===== src/sv/sha256_pkg.sv =====
// SHA-256 shared package: round constants, initial hash values, item types.
// No dependencies; imported by every module of the stream hasher.
`default_nettype none
package sha256_pkg;

    typedef struct packed {
        logic [7:0] msg_byte;
        logic       has_byte;
        logic       end_of_message;
    } item_t;

    localparam int QDepth = 4;
    localparam int QAw    = 2;

    typedef enum logic [2:0] {
        ST_IDLE,
        ST_ROUND,
        ST_PAD,
        ST_LEN,
        ST_EMIT
    } eng_state_t;

    function automatic logic [31:0] round_k(input logic [5:0] t);
        logic [31:0] k;
        begin
            case (t)
                6'd0:  k = 32'h428a2f98; 6'd1:  k = 32'h71374491;
                6'd2:  k = 32'hb5c0fbcf; 6'd3:  k = 32'he9b5dba5;
                6'd4:  k = 32'h3956c25b; 6'd5:  k = 32'h59f111f1;
                6'd6:  k = 32'h923f82a4; 6'd7:  k = 32'hab1c5ed5;
                6'd8:  k = 32'hd807aa98; 6'd9:  k = 32'h12835b01;
                6'd10: k = 32'h243185be; 6'd11: k = 32'h550c7dc3;
                6'd12: k = 32'h72be5d74; 6'd13: k = 32'h80deb1fe;
                6'd14: k = 32'h9bdc06a7; 6'd15: k = 32'hc19bf174;
                6'd16: k = 32'he49b69c1; 6'd17: k = 32'hefbe4786;
                6'd18: k = 32'h0fc19dc6; 6'd19: k = 32'h240ca1cc;
                6'd20: k = 32'h2de92c6f; 6'd21: k = 32'h4a7484aa;
                6'd22: k = 32'h5cb0a9dc; 6'd23: k = 32'h76f988da;
                6'd24: k = 32'h983e5152; 6'd25: k = 32'ha831c66d;
                6'd26: k = 32'hb00327c8; 6'd27: k = 32'hbf597fc7;
                6'd28: k = 32'hc6e00bf3; 6'd29: k = 32'hd5a79147;
                6'd30: k = 32'h06ca6351; 6'd31: k = 32'h14292967;
                6'd32: k = 32'h27b70a85; 6'd33: k = 32'h2e1b2138;
                6'd34: k = 32'h4d2c6dfc; 6'd35: k = 32'h53380d13;
                6'd36: k = 32'h650a7354; 6'd37: k = 32'h766a0abb;
                6'd38: k = 32'h81c2c92e; 6'd39: k = 32'h92722c85;
                6'd40: k = 32'ha2bfe8a1; 6'd41: k = 32'ha81a664b;
                6'd42: k = 32'hc24b8b70; 6'd43: k = 32'hc76c51a3;
                6'd44: k = 32'hd192e819; 6'd45: k = 32'hd6990624;
                6'd46: k = 32'hf40e3585; 6'd47: k = 32'h106aa070;
                6'd48: k = 32'h19a4c116; 6'd49: k = 32'h1e376c08;
                6'd50: k = 32'h2748774c; 6'd51: k = 32'h34b0bcb5;
                6'd52: k = 32'h391c0cb3; 6'd53: k = 32'h4ed8aa4a;
                6'd54: k = 32'h5b9cca4f; 6'd55: k = 32'h682e6ff3;
                6'd56: k = 32'h748f82ee; 6'd57: k = 32'h78a5636f;
                6'd58: k = 32'h84c87814; 6'd59: k = 32'h8cc70208;
                6'd60: k = 32'h90befffa; 6'd61: k = 32'ha4506ceb;
                6'd62: k = 32'hbef9a3f7; 6'd63: k = 32'hc67178f2;
                default: k = 32'h0;
            endcase
            return k;
        end
    endfunction

    function automatic logic [31:0] init_h(input logic [2:0] i);
        logic [31:0] h;
        begin
            case (i)
                3'd0: h = 32'h6a09e667; 3'd1: h = 32'hbb67ae85;
                3'd2: h = 32'h3c6ef372; 3'd3: h = 32'ha54ff53a;
                3'd4: h = 32'h510e527f; 3'd5: h = 32'h9b05688c;
                3'd6: h = 32'h1f83d9ab; 3'd7: h = 32'h5be0cd19;
                default: h = 32'h0;
            endcase
            return h;
        end
    endfunction

    function automatic logic [31:0] ror32(input logic [31:0] x, input int n);
        return (x >> n) | (x << (32 - n));
    endfunction

    localparam logic [7:0] PadByte = 8'h80;

endpackage
`default_nettype wire


===== src/sv/sha256_stream_hasher_top.sv =====
// SHA-256 stream hasher top level: front queue plus compression engine.
// Depends on sha256_pkg, sha256_front, sha256_engine.
//
// Takes one message byte per transaction and emits the 256-bit digest as
// eight 32-bit words after the item that carries end-of-message. Every
// 64th byte starts a compression (one round per cycle in the engine),
// during which input waits in a four-entry queue. Closing a message runs
// one or two final blocks, each a set-up state plus the rounds, then eight
// digest transactions.
`default_nettype none
module sha256_stream_hasher_top (
    input  wire         aclk,
    input  wire         aresetn,
    input  wire         s_tvalid,
    output logic        s_tready,
    input  wire  [7:0]  s_tdata,   // [7:0] msg_byte
    input  wire         s_tuser,   // [0] has_byte
    input  wire         s_tlast,   // end_of_message
    output logic        m_tvalid,
    input  wire         m_tready,
    output logic [31:0] m_tdata,   // [31:0] digest_word
    output logic [2:0]  m_tuser,   // [2:0] word_index
    output logic        m_tlast    // last_word
);
    import sha256_pkg::*;

    item_t in_item, q_item;
    logic  q_valid, q_ready;

    assign in_item.msg_byte       = s_tdata;
    assign in_item.has_byte       = s_tuser;
    assign in_item.end_of_message = s_tlast;

    sha256_front u_front (
        .aclk(aclk), .aresetn(aresetn),
        .in_valid(s_tvalid), .in_ready(s_tready), .in_item(in_item),
        .q_valid(q_valid), .q_ready(q_ready), .q_item(q_item)
    );

    sha256_engine u_engine (
        .aclk(aclk), .aresetn(aresetn),
        .q_valid(q_valid), .q_ready(q_ready), .q_item(q_item),
        .out_valid(m_tvalid), .out_ready(m_tready),
        .out_word(m_tdata), .out_index(m_tuser), .out_last(m_tlast)
    );

endmodule
`default_nettype wire


===== src/sv/sha256_front.sv =====
// SHA-256 front end: accepts input transactions, drops idle items, queues the rest.
// Depends on sha256_pkg.
`default_nettype none
module sha256_front (
    input  wire                  aclk,
    input  wire                  aresetn,
    input  wire                  in_valid,
    output logic                 in_ready,
    input  sha256_pkg::item_t    in_item,
    output logic                 q_valid,
    input  wire                  q_ready,
    output sha256_pkg::item_t    q_item
);
    import sha256_pkg::*;

    item_t            mem [QDepth];
    logic [QAw-1:0]   wr_ptr_reg, rd_ptr_reg;
    logic [QAw:0]     count_reg;
    logic             push, pop, useful;

    assign useful   = in_item.has_byte | in_item.end_of_message;
    assign in_ready = (count_reg != QAw'(0) + (QAw+1)'(QDepth));
    // drop idle items at the door: they change nothing
    assign push     = in_valid & in_ready & useful;
    assign q_valid  = (count_reg != '0);
    assign pop      = q_valid & q_ready;
    assign q_item   = mem[rd_ptr_reg];

    always_ff @(posedge aclk) begin
        if (push) begin
            mem[wr_ptr_reg] <= in_item;
        end
    end

    always_ff @(posedge aclk) begin
        if (!aresetn) begin
            wr_ptr_reg <= '0;
            rd_ptr_reg <= '0;
            count_reg  <= '0;
        end else begin
            if (push) wr_ptr_reg <= wr_ptr_reg + 1'b1;
            if (pop)  rd_ptr_reg <= rd_ptr_reg + 1'b1;
            count_reg <= count_reg + (QAw+1)'(push) - (QAw+1)'(pop);
        end
    end

    a_no_overflow: assert property (@(posedge aclk) disable iff (!aresetn)
        count_reg == (QAw+1)'(QDepth) |-> !push || pop)
        else $error("queue overflow");
    a_count_range: assert property (@(posedge aclk) disable iff (!aresetn)
        count_reg <= (QAw+1)'(QDepth))
        else $error("queue count out of range");
    a_pop_nonempty: assert property (@(posedge aclk) disable iff (!aresetn)
        pop |-> count_reg != '0)
        else $error("pop from empty queue");

endmodule
`default_nettype wire


===== src/sv/sha256_engine.sv =====
// SHA-256 back end: block packing, one-round-per-cycle compression, padding, digest out.
// Depends on sha256_pkg.
`default_nettype none
module sha256_engine (
    input  wire                  aclk,
    input  wire                  aresetn,
    input  wire                  q_valid,
    output logic                 q_ready,
    input  sha256_pkg::item_t    q_item,
    output logic                 out_valid,
    input  wire                  out_ready,
    output logic [31:0]          out_word,
    output logic [2:0]           out_index,
    output logic                 out_last
);
    import sha256_pkg::*;

    eng_state_t    state_reg, state_next;
    logic [31:0]   w_reg [16];
    logic [31:0]   h_reg [8];
    logic [31:0]   v_reg [8];
    logic [5:0]    nbytes_reg;
    logic [63:0]   bitlen_reg;
    logic [5:0]    rnd_reg;
    logic          fin_reg;   // end of message pending: 0x80 not yet placed
    logic          len_blk_reg; // current compression is the length block
    logic          tail_reg;  // length did not fit: owe a block of its own
    logic [2:0]    oidx_reg;

    logic          take;
    logic          start_rnd;
    logic          rnd_done;
    logic [31:0]   wnew, t1, t2, s0, s1, bs1, bs0, ch, mj;

    // message schedule: w_reg is a 16-word sliding window
    assign s0  = ror32(w_reg[1], 7) ^ ror32(w_reg[1], 18) ^ (w_reg[1] >> 3);
    assign s1  = ror32(w_reg[14], 17) ^ ror32(w_reg[14], 19) ^ (w_reg[14] >> 10);
    assign wnew = w_reg[0] + s0 + w_reg[9] + s1;
    assign bs1 = ror32(v_reg[4], 6) ^ ror32(v_reg[4], 11) ^ ror32(v_reg[4], 25);
    assign ch  = (v_reg[4] & v_reg[5]) ^ (~v_reg[4] & v_reg[6]);
    assign t1  = v_reg[7] + bs1 + ch + round_k(rnd_reg) + w_reg[0];
    assign bs0 = ror32(v_reg[0], 2) ^ ror32(v_reg[0], 13) ^ ror32(v_reg[0], 22);
    assign mj  = (v_reg[0] & v_reg[1]) ^ (v_reg[0] & v_reg[2]) ^ (v_reg[1] & v_reg[2]);
    assign t2  = bs0 + mj;
    assign rnd_done = (state_reg == ST_ROUND) && (rnd_reg == 6'd63);

    assign q_ready   = (state_reg == ST_IDLE);
    assign take      = q_valid & q_ready;
    assign out_valid = (state_reg == ST_EMIT);
    assign out_word  = h_reg[oidx_reg];
    assign out_index = oidx_reg;
    assign out_last  = (oidx_reg == 3'd7);

    // start a compression when the 64th byte lands or at padding points
    always_comb begin
        state_next = state_reg;
        start_rnd  = 1'b0;
        case (state_reg)
            ST_IDLE: begin
                if (take) begin
                    if (q_item.has_byte && nbytes_reg == 6'd63) begin
                        state_next = ST_ROUND;
                        start_rnd  = 1'b1;
                    end else if (q_item.end_of_message) begin
                        state_next = ST_PAD;
                    end
                end
            end
            ST_ROUND: begin
                if (rnd_done) begin
                    if (len_blk_reg)      state_next = ST_EMIT;
                    else if (fin_reg)     state_next = ST_PAD;
                    else if (tail_reg)    state_next = ST_LEN;
                    else                  state_next = ST_IDLE;
                end
            end
            ST_PAD: begin
                state_next = ST_ROUND;
                start_rnd  = 1'b1;
            end
            ST_LEN: begin
                state_next = ST_ROUND;
                start_rnd  = 1'b1;
            end
            ST_EMIT: begin
                if (out_ready && out_last) state_next = ST_IDLE;
            end
            default: state_next = ST_IDLE;
        endcase
    end

    always_ff @(posedge aclk) begin
        if (!aresetn) state_reg <= ST_IDLE;
        else          state_reg <= state_next;
    end

    // block buffer, working variables and chaining words
    always_ff @(posedge aclk) begin
        if (!aresetn) begin
            nbytes_reg  <= '0;
            bitlen_reg  <= '0;
            rnd_reg     <= '0;
            fin_reg     <= 1'b0;
            len_blk_reg <= 1'b0;
            tail_reg    <= 1'b0;
            oidx_reg    <= '0;
            for (int i = 0; i < 8; i++) h_reg[i] <= init_h(3'(i));
        end else begin
            case (state_reg)
                ST_IDLE: begin
                    if (take) begin
                        if (q_item.has_byte) begin
                            w_reg[nbytes_reg[5:2]][8*(3-nbytes_reg[1:0]) +: 8]
                                <= q_item.msg_byte;
                            nbytes_reg <= nbytes_reg + 6'd1;
                            bitlen_reg <= bitlen_reg + 64'd8;
                        end
                        fin_reg     <= q_item.end_of_message;
                        len_blk_reg <= 1'b0;
                    end
                end
                ST_PAD: begin
                    // place 0x80 and clear the tail; add the length if it fits
                    for (int i = 0; i < 16; i++) begin
                        for (int b = 0; b < 4; b++) begin
                            if (!(nbytes_reg < 6'd56 && i >= 14)) begin
                                if (6'(4*i+b) == nbytes_reg)
                                    w_reg[i][8*(3-b) +: 8] <= PadByte;
                                else if (6'(4*i+b) > nbytes_reg)
                                    w_reg[i][8*(3-b) +: 8] <= 8'h00;
                            end
                        end
                    end
                    if (nbytes_reg < 6'd56) begin
                        w_reg[14]   <= bitlen_reg[63:32];
                        w_reg[15]   <= bitlen_reg[31:0];
                        len_blk_reg <= 1'b1;
                    end else begin
                        tail_reg    <= 1'b1;
                    end
                    fin_reg    <= 1'b0;
                    nbytes_reg <= '0;
                end
                ST_LEN: begin
                    // second padding block: zeros then length, no 0x80
                    for (int i = 0; i < 14; i++) w_reg[i] <= '0;
                    w_reg[14]   <= bitlen_reg[63:32];
                    w_reg[15]   <= bitlen_reg[31:0];
                    len_blk_reg <= 1'b1;
                    tail_reg    <= 1'b0;
                end
                ST_ROUND: begin
                    for (int i = 0; i < 15; i++) w_reg[i] <= w_reg[i+1];
                    w_reg[15] <= wnew;
                    v_reg[7] <= v_reg[6]; v_reg[6] <= v_reg[5];
                    v_reg[5] <= v_reg[4]; v_reg[4] <= v_reg[3] + t1;
                    v_reg[3] <= v_reg[2]; v_reg[2] <= v_reg[1];
                    v_reg[1] <= v_reg[0]; v_reg[0] <= t1 + t2;
                    rnd_reg  <= rnd_reg + 6'd1;
                    if (rnd_done) begin
                        h_reg[0] <= h_reg[0] + t1 + t2;
                        h_reg[1] <= h_reg[1] + v_reg[0];
                        h_reg[2] <= h_reg[2] + v_reg[1];
                        h_reg[3] <= h_reg[3] + v_reg[2];
                        h_reg[4] <= h_reg[4] + v_reg[3] + t1;
                        h_reg[5] <= h_reg[5] + v_reg[4];
                        h_reg[6] <= h_reg[6] + v_reg[5];
                        h_reg[7] <= h_reg[7] + v_reg[6];
                        nbytes_reg <= '0;
                    end
                end
                ST_EMIT: begin
                    if (out_ready) begin
                        oidx_reg <= oidx_reg + 3'd1;
                        if (out_last) begin
                            for (int i = 0; i < 8; i++) h_reg[i] <= init_h(3'(i));
                            bitlen_reg  <= '0;
                            nbytes_reg  <= '0;
                            len_blk_reg <= 1'b0;
                        end
                    end
                end
                default: ;
            endcase
            if (start_rnd) begin
                rnd_reg <= '0;
                for (int i = 0; i < 8; i++) v_reg[i] <= h_reg[i];
            end
        end
    end

    a_emit_from_len: assert property (@(posedge aclk) disable iff (!aresetn)
        $rose(out_valid) |-> $past(len_blk_reg))
        else $error("digest emitted without length block");
    a_idx_zero_start: assert property (@(posedge aclk) disable iff (!aresetn)
        $rose(out_valid) |-> oidx_reg == 3'd0)
        else $error("digest index not at zero");
    a_no_take_busy: assert property (@(posedge aclk) disable iff (!aresetn)
        state_reg == ST_ROUND |-> !q_ready)
        else $error("item taken mid-compression");

endmodule
`default_nettype wire

===== config.mk =====
export PLATFORM = sky130hd
export DESIGN_NAME = sha256_stream_hasher_top
export DESIGN_NICKNAME = d
export VERILOG_FILES = /design/src/sv/sha256_pkg.sv /design/src/sv/sha256_stream_hasher_top.sv /design/src/sv/sha256_front.sv /design/src/sv/sha256_engine.sv
export SDC_FILE = /design/constraint.sdc
export NUM_CORES = 2
export LEC_CHECK = 0
export BUFFER_PORTS_ARGS = -buffer_cell sky130_fd_sc_hd__buf_2
export CAP_MARGIN = 40
export CORE_ASPECT_RATIO = 1.25
export CORE_MARGIN = 5
export CORE_UTILIZATION = 35
export CTS_BUF_LIST = sky130_fd_sc_hd__clkbuf_8
export CTS_CLUSTER_SIZE = 25
export DETAILED_ROUTE_END_ITERATION = 8
export HOLD_SLACK_MARGIN = 0.02
export SYNTH_ARGS = -nofsm -noshare
export SYNTH_HDL_FRONTEND = slang
export SYNTH_HIERARCHICAL = 1
export SYNTH_SLANG_ARGS = --single-unit

===== constraint.sdc =====
create_clock -name aclk -period 17.1 [get_ports aclk]
set_input_delay 0.855 -clock aclk [delete_from_list [all_inputs] [get_ports aclk]]
set_output_delay 0.855 -clock aclk [all_outputs]
set_load 0.05 [all_outputs]

* Yosys cells after proc, flatten, opt, wreduce, memory -nomap -nowiden
Memories as Yosys holds them, arrays and structs flattened. A register that Yosys moved wholly into a read port is not among the register bits. Index checks and enable logic that the tools add are counted.
Word-level totals: register bits 92, bits in latches 0, bits in writable memories 1064, ROM bits 2048, memories 5
Operators by class: add/subtract/negate cells 30, $mul 0, div/mod/pow operators 0, order comparisons 65, equality and inequality tests 80, shifts and indexed selects 2, multiplexer cells 927, bitwise operators 256, reductions and logical operators 21
Memory list:
- (no name shown) | depth 64, bits a word 32, rd ports 1, clocked after memory_dff 1, wr ports 0, line sha256_pkg.sv:26 | case (t)
- u_engine.w_reg | depth 16, bits a word 32, rd ports 16, clocked after memory_dff 0, wr ports 16, line sha256_engine.sv:19 | logic [31:0] w_reg [16];
- u_engine.h_reg | depth 8, bits a word 32, rd ports 9, clocked after memory_dff 1, wr ports 8, line sha256_engine.sv:20 | logic [31:0] h_reg [8];
- u_engine.v_reg | depth 8, bits a word 32, rd ports 8, clocked after memory_dff 0, wr ports 8, line sha256_engine.sv:21 | logic [31:0] v_reg [8];
- u_front.mem | depth 4, bits a word 10, rd ports 1, clocked after memory_dff 1, wr ports 1, line sha256_front.sv:16 | item_t mem [QDepth];
Operators with widths (number):
- $mux W32 | 67
- $mux W8 | 200
- $add A32 B32 Y32 | 20
- $mux W1 | 629
- $xor A32 B32 Y32 | 9
- $mux W64 | 4
- $or A1 B1 Y1 | 225
- $eq A6 B6 Y1 const A | 32
- $gt A6 B6 Y1 const A | 32
- $and A32 B32 Y32 | 5
- $pmux W64 S2 | 1
- $eq A5 B6 Y1 const A | 16
- $gt A5 B6 Y1 const A | 16
- $add A64 B4 Y64 const B | 1
- $eq A4 B6 Y1 const A | 8
- $gt A4 B6 Y1 const A | 8
- $mux W6 | 7
- $neg A32 Y34 | 1
- $shift A8 B34 Y32 const A | 1
- $shiftx A8 B34 Y32 | 1
- $not A32 Y32 | 1
- $or A10 B32 Y32 | 1
- $or A13 B32 Y32 | 1
- $or A14 B32 Y32 | 1
- other kinds (50) | 94

* Logic depth before layout (Yosys ltp)
An unclocked memory read counts as a cell.
word-level depth 12, mapped depth 35

* Modules after synthesis
Netlist, hierarchy kept.
Modules (own cells, without submodules):
- sha256_engine | instances 1, cells an instance 8860, area an instance 78906.9 um^2, seq. area each 29248.1 um^2
- sha256_front | instances 1, cells an instance 101, area an instance 1943.1 um^2, seq. area each 1381.3 um^2

* Least setup slack after synthesis
Ideal clock, no wire load.
path type input to register, start point in aresetn, end point mem u_engine.v_reg[0][0] (enable), library setup time 1950 ps, arrival time 6506 ps, required time 15150 ps, path slack 8644 ps, cell stages on the path 8, path buffers 5, cell sequence and3b_1 -> clkbuf_1 -> nand2b_1 -> clkbuf_1 -> clkbuf_1 -> clkbuf_1 -> buf_1 -> nand2_1
RTL lines:
- from (decl) | line sha256_stream_hasher_top.sv:13 | input wire aresetn,
- to (decl) | line sha256_engine.sv:21

==> results.py <==
metrics = {
    "global_route": {
        "grt_max_degree": 184,
        "gr-total-overflow": 0,
        "grt_pass1_wl_um": 454100,
        "grt_pass1_vias": 69490,
        "antenna_found_initial": 7,
        "grt.total_usage_pct": 24.97,
    },
    "logic_synthesis": {
        "ys_dominant_reg_cell": "edfxtp_1",
        "synth.avg_cell_area_um2": 9.022,
        "ys_top_cells_by_area": "edfxtp_1 (25%), dfxtp_1 (13%), ha_1 (6.7%)",
        "syn-cell-area_um2": 80850,
        "synth_cell_types": 106,
        "synth-seq-cells": 1190,
        "async_flop_share_pct": 0,
        "yosys.area.top_type": "edfxtp_1",
        "ys_seq_area_share_pct": 37.88,
        "synth_top_area_share_pct": 25.26,
        "syn-num-nets": 9637,
        "synthCells": 8961,
        "yosysWarnings": 6,
        "synth-edff-count": 680,
    },
    "timing": {
        "finalSetupTns_ns": 0,
        "max_freq_mhz": 103.2,
        "finClkSkew_ns": 0.08292,
        "worst_pin_slew_ns": 1.043,
        "hold_viol": 0,
        "finalCriticalPeriod_ns": 9.694,
        "slew_violations": 0,
        "maxSlewHeadroom_pct": 30.48,
        "rsz0062_at_grt": "no",
        "setup_viol": 0,
        "period_share_pct": 56.69,
    },
    "clock_tree": {
        "cts.sink_count": 1190,
        "cts_made_buffers": 215,
        "clk_pin_slew_worst_paths_ns": 0.06,
        "root_buffer": "clkbuf_8",
        "cts_tree": "built",
        "cts.htree.levels": 4,
        "ctsResizeCount": 0,
        "clock_latency_ns": 1.05,
        "clock_path_buffers": 3,
    },
    "routing": {
        "ant_nets": 0,
        "wirelength_um": 311900,
        "vias_per_cell": 5.798,
        "firstDrtPassIters": 8,
        "wl_per_cell_um": 25.56,
        "drt_iter0_markers": 6914,
        "vias": 70750,
        "detail_route.drc_violations": 0,
    },
    "critical_path": {
        "endpoint_kind": "flip-flop",
        "path_class": "reg -> reg",
        "r2r-start": "u_engine/v_reg[1][29]$_DFFE_PP_",
        "cp_max_fo": 6,
        "crit_arrival_ns": 10.58,
        "required_ns": 17.98,
        "critPathMostFrequentCell": "fa_1",
        "cpMaxStageDelayCell": "o31ai_1",
        "critPathLaunchType": "flip-flop",
        "cp-startpoint": "u_engine/v_reg[1][29]$_DFFE_PP_",
        "max_stage_delay_ns": 0.68,
    },
    "floorplan": {
        "die_w_um": 439.9,
        "core-area_um2": 230200,
        "start_util_pct": 35.12,
        "ios": 52,
        "row_count": 197,
        "die_h_um": 547.4,
        "fp.dieArea_um2": 240800,
    },
    "worst_hold_path": {
        "min_from": "s_tlast",
        "min_path_type": "in -> reg",
    },
    "final_layout": {
        "drive_gt1_share_pct": 8.403,
        "num-nets-final": 9599,
        "areaGrowthSynthToFinish_pct": 10.47,
        "largest_register_ffs": 512,
        "fillers": 23130,
    },
    "place": {
        "dp_hpwl_um": 235000,
        "place_congestion": 1.024,
        "io_buffer_count": 51,
    },
    "flow_run": {
        "max_cap_violations": 0,
    },
    "run_status": {
        "status": "complete, no violations",
    },
}
-- kinds of logic after synthesis --
logic type	share of synthesized area, %
AND/OR/NAND/NOR	14.83
XOR/XNOR	7.176
buffers and inverters	4.090
flip-flops	37.88
multiplexers	3.253
adder cells (fa/ha/maj)	12.76
AO/OA/AOI/OAI	20.01
-- per-layer routing --
metal	part of all wire [%]	track usage (%)	vias up
met5	0.0029	0	-
met4	8.5	17.65	2
met3	6.3	3.608	942
met2	48	42.81	3274
met1	37	28.54	34580
li1	-	-	31950
-- Yosys cell counts (all sizes together) (60+ instances only) --
library cell  number
a21oi            790
fa               228
clkbuf           424
nor2b             65
ha               434
nor3             125
nand2           1395
o211ai            82
edfxtp           680
a31oi             60
dfxtp            510
xor2             214
o21a              62
nand3            125
nor2             691
mux4              74
xnor2            445
buf               70
a22oi            105
nand2b            70
and2              75
o21ai            766
a211oi           130
a22o              87
mux2              62
a21o             188
inv              374
-- cells in the final DEF (no fill, tap or decap), types with 63 or more instances in the layout --
| cell type | netlist | final |
|---|---|---|
| clkbuf_8 | 0 | 237 |
| a21oi_1 | 788 | 785 |
| buf_4 | 3 | 149 |
| nor2_1 | 688 | 685 |
| o21ai_0 | 746 | 741 |
| inv_1 | 373 | 429 |
| a22o_1 | 87 | 87 |
| mux4_2 | 70 | 70 |
| a211oi_1 | 129 | 129 |
| buf_2 | 16 | 63 |
| edfxtp_1 | 680 | 680 |
| xnor2_1 | 444 | 443 |
| dfxtp_1 | 510 | 506 |
| nand2_1 | 1395 | 1389 |
| a21o_1 | 188 | 188 |
| a22oi_1 | 105 | 105 |
| nand2b_1 | 69 | 67 |
| nand3_1 | 125 | 125 |
| ha_1 | 434 | 434 |
| nor2b_1 | 65 | 64 |
| and2_1 | 73 | 70 |
| xor2_1 | 214 | 212 |
| nor3_1 | 123 | 122 |
| fa_1 | 228 | 228 |
| o211ai_1 | 82 | 82 |
-- final cells by class --
type / instances / area, um^2 / area share, %
Tap cell: 3084 / 3859 / 4.320
Multi-Input combinational cell: 6901 / 47040 / 52.66
Inverter: 376 / 1414 / 1.583
Clock buffer: 237 / 3262 / 3.652
Sequential cell: 1190 / 30640 / 34.30
Clock inverter: 173 / 1254 / 1.404
Timing Repair Buffer: 239 / 1843 / 2.063
Antenna cell: 3 / 7.507 / 0.008405
-- stage by stage --
step / util, % / hold slack [ns] / instances / area, um^2 / worst slack, ns
detailed placement: 36.77 / 0.4482 / 11780 / 84660 / 7.464
CTS: 38.77 / 0.04471 / 12200 / 89270 / 7.443
global route: 38.80 / 0.08065 / 12200 / 89310 / 6.953
global placement: 36.55 / 0.4430 / 11730 / 84140 / 7.185
finish: 38.80 / 0.1209 / 12200 / 89320 / 7.406
floorplan: - / 0.4199 / 8961 / 80850 / 8.644
-- worst paths after layout --
path	depth (start not counted)	end	slack (ns)
setup / recovery	34	u_engine/h_reg[4][31]$_SDFFE_PP0P_	7.41
setup reg to reg	34	u_engine/h_reg[4][31]$_SDFFE_PP0P_	7.41
hold / removal	1	u_front/mem[3][0]$_DFFE_PP_	0.12
hold reg to reg	2	u_engine/w_reg[6][21]$_SDFFE_PP0P_	0.45
-- critical path, delay by kind of cell (launching register included) --
kind	cells	cell delay, ns
adders and majority gates	6	2.71
xor gates and xnor gates	4	0.97
AOI/OAI and AO/OA	12	3.42
and+or+nand+nor	8	1.48
buffers and inverters	4	0.34
DFF	1	0.64
-- repair_timing --
action / in CTS / in global routing
hold endpoints to repair: 36 / 0
buffers inserted: 0 / 0
hold buffers: 9 / 0
Power is not shown: default switching activity piles up to over one toggle a cycle in this logic, so the estimate is an artifact.
